$ cat src/rtl/core/mm64_pkg.sv
// ----------------------------------------------------------------------------
// mm64_pkg
// Shared constants and types for the streaming 64-bit Murmur hash block.
// ----------------------------------------------------------------------------
package mm64_pkg;

  localparam logic [63:0] MIX_MUL   = 64'hc6a4a7935bd1e995;
  localparam int unsigned MIX_SHIFT = 47;

  localparam int unsigned WORD_W = 64;
  localparam int unsigned NB_W   = 4;
  localparam int unsigned LEN_W  = 31;
  localparam int unsigned SEED_W = 32;
  localparam int unsigned IN_TDATA_W  = 104;
  localparam int unsigned OUT_TDATA_W = 64;

  typedef enum logic [2:0] {
    ST_IDLE,
    ST_LEN_MUL,
    ST_DISPATCH,
    ST_K_MUL1,
    ST_K_MUL2,
    ST_H_MUL,
    ST_FIN_MUL,
    ST_EMIT
  } mm64_state_t;

  typedef struct packed {
    logic              start;
    logic [WORD_W-1:0] operand;
  } mm64_mul_req_t;

  typedef struct packed {
    logic              done;
    logic [WORD_W-1:0] result;
  } mm64_mul_rsp_t;

  function automatic logic [WORD_W-1:0] xorshift(input logic [WORD_W-1:0] v);
    xorshift = v ^ (v >> MIX_SHIFT);
  endfunction

endpackage

$ cat src/rtl/core/mm64_mul.sv
// ----------------------------------------------------------------------------
// mm64_mul
// Multiplies a 64-bit operand by the mixing constant modulo 2^64, using one
// 32x32 multiplier for the low and both cross partial products in turn.
// ----------------------------------------------------------------------------
module mm64_mul (
  input  logic                   clk,
  input  logic                   rst_n,
  input  mm64_pkg::mm64_mul_req_t req,
  output mm64_pkg::mm64_mul_rsp_t rsp
);
  import mm64_pkg::*;

  logic [WORD_W-1:0] op_r, op_nxt;
  logic [WORD_W-1:0] acc_r, acc_nxt;
  logic [1:0]        ph_r, ph_nxt;
  logic              busy_r, busy_nxt;
  logic              done_r, done_nxt;
  logic [31:0]       a_sel, b_sel;
  logic [63:0]       prod;

  always_comb begin
    a_sel = (ph_r == 2'd2) ? op_r[63:32] : op_r[31:0];
    b_sel = (ph_r == 2'd1) ? MIX_MUL[63:32] : MIX_MUL[31:0];
    prod  = {32'h0, a_sel} * {32'h0, b_sel};

    op_nxt   = op_r;
    acc_nxt  = acc_r;
    ph_nxt   = ph_r;
    busy_nxt = busy_r;
    done_nxt = 1'b0;

    if (req.start) begin
      op_nxt   = req.operand;
      ph_nxt   = 2'd0;
      busy_nxt = 1'b1;
    end else if (busy_r) begin
      if (ph_r == 2'd0) begin
        acc_nxt = prod;
      end else begin
        acc_nxt = acc_r + {prod[31:0], 32'h0};
      end
      if (ph_r == 2'd2) begin
        busy_nxt = 1'b0;
        done_nxt = 1'b1;
        ph_nxt   = 2'd0;
      end else begin
        ph_nxt = ph_r + 2'd1;
      end
    end
  end

  always_ff @(posedge clk) begin
    if (!rst_n) begin
      ph_r   <= 2'd0;
      busy_r <= 1'b0;
      done_r <= 1'b0;
    end else begin
      ph_r   <= ph_nxt;
      busy_r <= busy_nxt;
      done_r <= done_nxt;
    end
    op_r  <= op_nxt;
    acc_r <= acc_nxt;
  end

  assign rsp.done   = done_r;
  assign rsp.result = acc_r;

endmodule

$ cat src/rtl/core/murmur64a_hash_stream.sv
// ----------------------------------------------------------------------------
// murmur64a_hash_stream
// Computes the 64-bit MurmurHash64A of a message streamed as 64-bit words.
// ----------------------------------------------------------------------------
// Channel   Direction  Transaction
// in_*      slave      one message word, tlast marks the final word
// out_*     master     one finished hash per message
// cfg_*     write      seed register
//
// Each word uses one to five constant multiplications on the shared 32x32
// multiplier plus control steps. The block is ready only when idle, so it
// takes no new word before it is through with the last one.
// A finished hash waits in the output register; the sequencer holds in its
// emit step until that register is free. Reset clears the seed to zero and
// marks the next word as a message start.
// ----------------------------------------------------------------------------
module murmur64a_hash_stream (
  input  logic                                 clk,
  input  logic                                 rst_n,
  input  logic                                 in_tvalid,
  output logic                                 in_tready,
  // Fields from bit 0: data_word[63:0], valid_bytes[67:64], message_length[98:68].
  input  logic [mm64_pkg::IN_TDATA_W-1:0]      in_tdata,
  input  logic                                 in_tlast,
  output logic                                 out_tvalid,
  input  logic                                 out_tready,
  // Fields from bit 0: hash_value[63:0].
  output logic [mm64_pkg::OUT_TDATA_W-1:0]     out_tdata,
  input  logic                                 cfg_we,
  input  logic [mm64_pkg::SEED_W-1:0]          cfg_wdata
);
  import mm64_pkg::*;

  mm64_state_t       state_r, state_nxt;
  logic [SEED_W-1:0] seed_r;
  logic [WORD_W-1:0] h_r, h_nxt;
  logic [WORD_W-1:0] x_r, x_nxt;
  logic [WORD_W-1:0] word_r, word_nxt;
  logic [NB_W-1:0]   nb_r, nb_nxt;
  logic              last_r, last_nxt;
  logic              msg_start_r, msg_start_nxt;
  logic              out_valid_r, out_valid_nxt;
  logic [WORD_W-1:0] out_data_r, out_data_nxt;

  mm64_mul_req_t     mul_req;
  mm64_mul_rsp_t     mul_rsp;

  logic [WORD_W-1:0] in_word;
  logic [NB_W-1:0]   in_nb;
  logic [LEN_W-1:0]  in_len;
  logic [NB_W-1:0]   nb_eff;
  logic [WORD_W-1:0] masked;
  logic [WORD_W-1:0] fin_val;

  assign in_word = in_tdata[63:0];
  assign in_nb   = in_tdata[67:64];
  assign in_len  = in_tdata[98:68];

  mm64_mul u_mul (
    .clk   (clk),
    .rst_n (rst_n),
    .req   (mul_req),
    .rsp   (mul_rsp)
  );

  always_comb begin
    if (!in_tlast || in_nb > 4'd8) begin
      nb_eff = 4'd8;
    end else begin
      nb_eff = in_nb;
    end
    for (int i = 0; i < 8; i++) begin
      masked[i*8 +: 8] = (4'(i) < nb_r) ? word_r[i*8 +: 8] : 8'h00;
    end
    fin_val = xorshift(mul_rsp.result);
  end

  always_comb begin
    state_nxt     = state_r;
    h_nxt         = h_r;
    x_nxt         = x_r;
    word_nxt      = word_r;
    nb_nxt        = nb_r;
    last_nxt      = last_r;
    msg_start_nxt = msg_start_r;
    out_valid_nxt = out_valid_r;
    out_data_nxt  = out_data_r;
    mul_req.start   = 1'b0;
    mul_req.operand = x_r;

    if (out_valid_r && out_tready) begin
      out_valid_nxt = 1'b0;
    end

    case (state_r)
      ST_IDLE: begin
        if (in_tvalid) begin
          word_nxt = in_word;
          nb_nxt   = nb_eff;
          last_nxt = in_tlast;
          if (msg_start_r) begin
            mul_req.start   = 1'b1;
            mul_req.operand = {{(WORD_W-LEN_W){1'b0}}, in_len};
            state_nxt       = ST_LEN_MUL;
          end else begin
            state_nxt = ST_DISPATCH;
          end
        end
      end
      ST_LEN_MUL: begin
        if (mul_rsp.done) begin
          h_nxt     = {{(WORD_W-SEED_W){1'b0}}, seed_r} ^ mul_rsp.result;
          state_nxt = ST_DISPATCH;
        end
      end
      ST_DISPATCH: begin
        mul_req.start = 1'b1;
        if (nb_r == 4'd8) begin
          mul_req.operand = word_r;
          state_nxt       = ST_K_MUL1;
        end else if (nb_r != 4'd0) begin
          mul_req.operand = h_r ^ masked;
          state_nxt       = ST_H_MUL;
        end else begin
          mul_req.operand = xorshift(h_r);
          state_nxt       = ST_FIN_MUL;
        end
      end
      ST_K_MUL1: begin
        if (mul_rsp.done) begin
          mul_req.start   = 1'b1;
          mul_req.operand = fin_val;
          state_nxt       = ST_K_MUL2;
        end
      end
      ST_K_MUL2: begin
        if (mul_rsp.done) begin
          mul_req.start   = 1'b1;
          mul_req.operand = h_r ^ mul_rsp.result;
          state_nxt       = ST_H_MUL;
        end
      end
      ST_H_MUL: begin
        if (mul_rsp.done) begin
          h_nxt = mul_rsp.result;
          if (last_r) begin
            mul_req.start   = 1'b1;
            mul_req.operand = fin_val;
            state_nxt       = ST_FIN_MUL;
          end else begin
            msg_start_nxt = 1'b0;
            state_nxt     = ST_IDLE;
          end
        end
      end
      ST_FIN_MUL: begin
        if (mul_rsp.done) begin
          x_nxt     = fin_val;
          state_nxt = ST_EMIT;
        end
      end
      ST_EMIT: begin
        if (!out_valid_r || out_tready) begin
          out_valid_nxt = 1'b1;
          out_data_nxt  = x_r;
          h_nxt         = x_r;
          msg_start_nxt = 1'b1;
          state_nxt     = ST_IDLE;
        end
      end
      default: begin
        state_nxt = ST_IDLE;
      end
    endcase
  end

  always_ff @(posedge clk) begin
    if (!rst_n) begin
      state_r     <= ST_IDLE;
      seed_r      <= '0;
      h_r         <= '0;
      msg_start_r <= 1'b1;
      out_valid_r <= 1'b0;
    end else begin
      state_r     <= state_nxt;
      h_r         <= h_nxt;
      msg_start_r <= msg_start_nxt;
      out_valid_r <= out_valid_nxt;
      if (cfg_we) begin
        seed_r <= cfg_wdata;
      end
    end
    x_r        <= x_nxt;
    word_r     <= word_nxt;
    nb_r       <= nb_nxt;
    last_r     <= last_nxt;
    out_data_r <= out_data_nxt;
  end

  assign in_tready  = (state_r == ST_IDLE);
  assign out_tvalid = out_valid_r;
  assign out_tdata  = out_data_r;

endmodule

$ cat config.mk
export PLATFORM = sky130hd
export DESIGN_NAME = murmur64a_hash_stream
export DESIGN_NICKNAME = d
export VERILOG_FILES = /design/src/rtl/core/mm64_pkg.sv /design/src/rtl/core/mm64_mul.sv /design/src/rtl/core/murmur64a_hash_stream.sv
export SDC_FILE = /design/constraint.sdc
export NUM_CORES = 2
export LEC_CHECK = 0
export BUFFER_PORTS_ARGS = -buffer_cell sky130_fd_sc_hd__buf_2
export CORE_MARGIN = 3
export CORE_UTILIZATION = 24
export CTS_BUF_LIST = sky130_fd_sc_hd__clkbuf_4
export DETAILED_ROUTE_END_ITERATION = 12
export SLEW_MARGIN = 20
export SYNTH_ARGS = -nofsm -noshare
export SYNTH_HDL_FRONTEND = slang
export SYNTH_SLANG_ARGS = --single-unit
$ cat constraint.sdc
create_clock -name clk -period 16 [get_ports clk]
set_clock_uncertainty 0.1 [all_clocks]
set_input_delay 1.6 -clock clk [delete_from_list [all_inputs] [get_ports clk]]
set_output_delay 1.6 -clock clk [all_outputs]
set_load 0.05 [all_outputs]
* Yosys cells after proc, flatten, opt, wreduce, memory -nomap -nowiden *
Index checks and enable logic that the tools add are counted.

word-level totals
  memory bits (writable) = 0
  bits in read-only memories = 0
  bits in registers = 430
  bits in latches = 0
  input port bits = 142
  memories kept = 0

operators by class
  mux-type cells = 48
  div/mod/pow operators = 0
  bitwise logic cells = 8
  multipliers = 1
  magnitude comparators = 9
  shifts and indexed selects = 0
  add/subtract/negate cells = 2
  reduce and logical (&&, ||, !) cells = 19
  equal/unequal tests = 18

operator list
  operator                                                count
  two-way mux 65 bit                                      6
  two-way mux 64 bit                                      6
  one-hot mux 65 bit (5 select lines)                     1
  one-hot mux 64 bit (3 select lines)                     1
  XOR 64 x 17 -> 64 bit                                   2
  XOR 64 bit                                              2
  adder 64 bit                                            1
  multiplier 32 x 32 -> 64 bit                            1
  two-way mux 32 bit                                      2
  two-way mux 8 bit                                       8
  XOR 32 x 64 -> 64 bit                                   1
  two-way mux 3 bit                                       9
  one-hot mux 3 bit (8 select lines)                      1
  < comparator 3 x 4 -> 1 bit (first input constant)      4
  == test 3 bit (second input constant)                   4
  two-way mux 1 bit                                       10
  inequality test 2 x 1 -> 1 bit (second input constant)  5
  < comparator 1 x 4 -> 1 bit (first input constant)      2
  < comparator 2 x 4 -> 1 bit (first input constant)      2
  AND reduction 2 bit                                     4
  AND reduction 4 bit                                     2
  AND reduction 7 bit                                     1
  == test 3 x 2 -> 1 bit (second input constant)          2
  two-way mux 2 bit                                       3
  19 further kinds                                        25

* Depth between registers and ports, before layout *
  word-level depth = 8
  mapped depth = 41

* Modules after synthesis *
Synthesis repeated with hierarchy kept, for this count alone.

unflattened totals
  cell total of the unflattened synthesis = 4,703
  area total of the unflattened synthesis = 46,347.0 µm²

modules (own cells, without submodules)
  module                 cells each  instances  area an instance (µm²)  sequential area each (µm²)
  mm64_mul               3,059       1          30,804.5                3,923.8
  murmur64a_hash_stream  1,644       1          15,542.4                7,937.6

* Least setup slack after synthesis *
OpenSTA, ideal clock, no wires.

  path kind = flip-flop to flip-flop
  start point = reg u_mul.ph_r[0]
  end point = reg u_mul.acc_r[61] (data pin)
  period minus slack after synthesis = 9.046 ns
  required time = 15.639 ns
  arrival = 8.685 ns
  slack = 6.954 ns
  stages on the path, launching flop included = 35
  path buffers = 3
  path through = dfxtp_1 -> nand2b_1 -> clkbuf_1 -> buf_2 -> buf_2 -> mux2i_1 -> inv_1 -> nand2_1 -> inv_1 -> ha_1 -> fa_1 -> inv_1 -> fa_1 -> fa_1 -> inv_1 -> fa_1 -> inv_1 -> fa_1 -> inv_1 -> fa_1 -> fa_1 -> ha_1 -> a21oi_1 -> o21ai_1 -> a21oi_1 -> xnor2_1 -> ha_1 -> a21o_1 -> a21o_1 -> a21oi_1 -> o21ai_0 -> a21o_1 -> a221oi_1 -> xnor2_1 -> a221o_1

between the ends
  cells in the longest elaborated chain, start to end = 5
  elaborated cells between the ends (all ways) = 8
  classes of those cells = add/sub (1); mul (1); eq/ne (2); mux (3); reduce/logical (1)

RTL lines
  item                                                            line                            source
  start: declaration                                              mm64_mul.sv:16                  logic [1:0] ph_r, ph_nxt;
  start signal: assignment                                        mm64_mul.sv:59                  ph_r <= ph_nxt;
  == test 2 bit / == test 2 x 1 -> 1 bit (equally long branches)  mm64_mul.sv:23, mm64_mul.sv:24
  two-way mux 32 bit, on equally long branches                    mm64_mul.sv:23, mm64_mul.sv:24
  multiplier 32 x 32 -> 64 bit                                    mm64_mul.sv:25                  prod = {32'h0, a_sel} * {32'h0, b_sel};
  adder 64 bit                                                    mm64_mul.sv:41                  acc_nxt = acc_r + {prod[31:0], 32'h0};
  two-way mux 64 bit (*)                                          mm64_mul.sv:38                  if (ph_r == 2'd0) begin
  end signal: assignment                                          mm64_mul.sv:64                  acc_r <= acc_nxt;
  end: declaration                                                mm64_mul.sv:15                  logic [WORD_W-1:0] acc_r, acc_nxt;

Every way passes the cells marked *; elsewhere a longest branch is shown, timed or not.
A chain may end at the register's enable or synchronous reset.

* Worst setup path in the final report *
  start point = reg u_mul.ph_r[0]
  end point = reg u_mul.acc_r[60] (data pin)

Same word-level chain as after synthesis.

==> results.sh <==
export IMPL_rsz0062_at_grt="false"
export IMPL_grt_pass1_vias=36200
export IMPL_gp_congestion=0.933
export IMPL_clock_latency_ns=0.84
export IMPL_fp_dieW_um=442
export IMPL_arrival_ns=11.75
export IMPL_synth_compound_area_share_pct=12.3
export IMPL_slew_viol_final=0
export IMPL_dp_hpwl_um=132000
export IMPL_cts_buffers=107
export IMPL_slew_headroom_pct=17.8
export IMPL_hold_violations=0
export IMPL_finalSetupViolations=0
export IMPL_path_max_fanout=29
export IMPL_cp_end_kind="flop"
export IMPL_fmax_mhz=88.6
export IMPL_synth_top_cell_area_share_pct=26.7
export IMPL_track_usage_pct=16.5
export IMPL_cts_buffer_depth=3
export IMPL_synthXorXnorAreaFrac_pct=3.30
export IMPL_grt_max_degree=91
export IMPL_clockRootBuffer="clkbuf_4"
export IMPL_die_h_um=442
export IMPL_detailedRoute_firstIterationViolations=3907
export IMPL_boundaryPins=208
export IMPL_vias=35600
export IMPL_startpoint_type="flop"
export IMPL_grt_pass1_wl_um=243000
export IMPL_synthArstFlopShare_pct=0
export IMPL_synth_top_family_by_area="adder cells"
export IMPL_postCtsSetupBuffers=0
export IMPL_synth_cells=4580
export IMPL_cts_clk_slew_worst_paths_ns=0.08
export IMPL_synth_ff_type="edfxtp_1"
export IMPL_status="finished, final reports clean"
export IMPL_finalCriticalPeriod_ns=11.29
export IMPL_yosys_mux_area_fraction_pct=2.07
export IMPL_postRouteAntennaNets=0
export IMPL_yosysSeqAreaShare_pct=26.0
export IMPL_fp_row_count=159
export IMPL_num_nets_final=5923
export IMPL_crit_type="flop to flop"
export IMPL_dieArea_sq_um=195000
export IMPL_critical_path_max_stage_delay_ns=0.83
export IMPL_fin_crit_sh_pct=70.5
export IMPL_syn_to_final_growth_pct=11.5
export IMPL_synth_area_leaders="fa_1 27%, edfxtp_1 21%, ha_1 12%, inv_1 6.3%, dfxtp_1 4.6%"
export IMPL_synthAdderAreaFrac_pct=38.7
export IMPL_clock_sinks=430
export IMPL_syn_area_sq_um=45500
export IMPL_start_util_pct=24.2
export IMPL_portBuffers=202
export IMPL_vias_per_cell=4.85
export IMPL_cap_violations=0
export IMPL_ys_types=82
export IMPL_crit_top_cell="ha_1"
export IMPL_cts_hold_buf=0
export IMPL_required_ns=16.47
export IMPL_slowest_stage="mux2i_1"
export IMPL_wl_um=164000
export IMPL_fp_coreArea_sq_um=188000
export IMPL_final_common_cell="inv_1"
export IMPL_setup_tns_ns=0
export IMPL_final_cell_mix="762 x inv_1, 607 x fa_1, 436 x ha_1, 395 x nand2_1, 355 x nor2_1"
export IMPL_ys_ff_latch=430
export IMPL_dr_pass1_iters=8
export IMPL_antenna_found_initial=13
export IMPL_synth_top_area_cell="fa_1"
export IMPL_yosys_area_share_simple_pct=9.59
export IMPL_htreeDepth=3
export IMPL_avgSynthCellArea_sq_um=9.94
export IMPL_cts_resized_gates=0
export IMPL_post_route_drc_count=0
export IMPL_hold_path_class="flop to flop"
export IMPL_worstMarginPinSlew_ns=1.22
export IMPL_synth_edff_count=325
export IMPL_wl_per_cell_um=22.4
export IMPL_grt_overflow=0
export IMPL_yosys_warnings=0
export IMPL_layout_drive_gt1_share_pct=10.4
export IMPL_cts_tree="yes"
==> worst paths after layout <==
path / startpoint / endpoint / slack, ns / cells past startpoint
setup / recovery: u_mul.ph_r[0] / u_mul.acc_r[60] / 4.71 / 37
setup reg to reg: u_mul.ph_r[0] / u_mul.acc_r[60] / 4.71 / 37
hold / removal: x_r[45] / out_tdata[45] / 0.38 / 0
hold reg to reg: x_r[45] / out_tdata[45] / 0.38 / 0
==> stage by stage <==
step,std cells,util (%),hold slack (ns),setup slack [ns],cell area (sq um)
6_report,7334,27.0,0.382,4.71,50800
5_1_grt,7331,27.0,0.405,4.43,50800
4_1_cts,7321,27.0,0.374,4.89,50700
3_5_place_dp,7124,26.2,0.374,4.94,49300
3_3_place_gp,7124,26.2,0.374,4.90,49300
2_1_floorplan,4583,-,0.350,6.95,45600
==> logic make-up after synthesis <==
family,after synthesis
AOI/OAI and AO/OA,865
adders and majority gates,1043
DFF,430
other,2
and+or+nand+nor,1009
xor gates and xnor gates,170
muxes,92
buffers and inverters,969
==> cell type report <==
type | instances | area [sq um]
Inverter | 766 | 2880
Sequential cell | 430 | 11900
Clock buffer | 160 | 1200
Fill cell | 20000 | 137000
Clock inverter | 37 | 204
Timing Repair Buffer | 249 | 1360
Multi-Input combinational cell | 3184 | 30100
Antenna cell | 13 | 32.5
Tap cell | 2495 | 3120
==> layer usage <==
metal	up-vias	GRT usage (%)	part of all wire, %
met1	17800	21.4	41
li1	15700	-	-
met2	1682	27.0	46
met4	8	7.35	5.3
met5	-	0	0.037
met3	358	2.79	7.3
==> state kept, by name, summed over array words and instances (netlist names), 2 cells and up <==
register and cells:
seed_r 32, u_mul.acc_r 64, out_tdata 64, u_mul.ph_r 2, x_r 64, h_r 64, word_r 64, nb_r 4
u_mul.op_r 64, state_r 3
==> worst max-delay path, delay by kind of cell, from the launching register on <==
| kind | cells | cell delay [ns] |
|---|---|---|
| DFF | 1 | 0.46 |
| and+or+nand+nor | 12 | 1.87 |
| muxes | 1 | 0.83 |
| buffers and inverters | 5 | 1.43 |
| AOI/OAI and AO/OA | 8 | 2.00 |
| adders and majority gates | 9 | 3.44 |
| xor gates and xnor gates | 2 | 0.80 |
==> synth_stat cells (43+ instances only) <==
| cell | n |
|---|---|
| inv_1 | 764 |
| fa_1 | 607 |
| ha_1 | 436 |
| nand2_1 | 397 |
| nor2_1 | 358 |
| edfxtp_1 | 325 |
| o21ai_0 | 278 |
| clkbuf_1 | 170 |
| a21oi_1 | 168 |
| xnor2_1 | 118 |
| dfxtp_1 | 105 |
| mux2i_1 | 75 |
| a21o_1 | 64 |
| nand3_1 | 54 |
| and2_1 | 52 |
| xor2_1 | 51 |
| a31oi_1 | 48 |
| a211oi_1 | 43 |
| a222oi_1 | 43 |
Power is left out: the tool's default activity adds up to more than one toggle a clock period on the data nets, which glitch-free logic cannot reach.
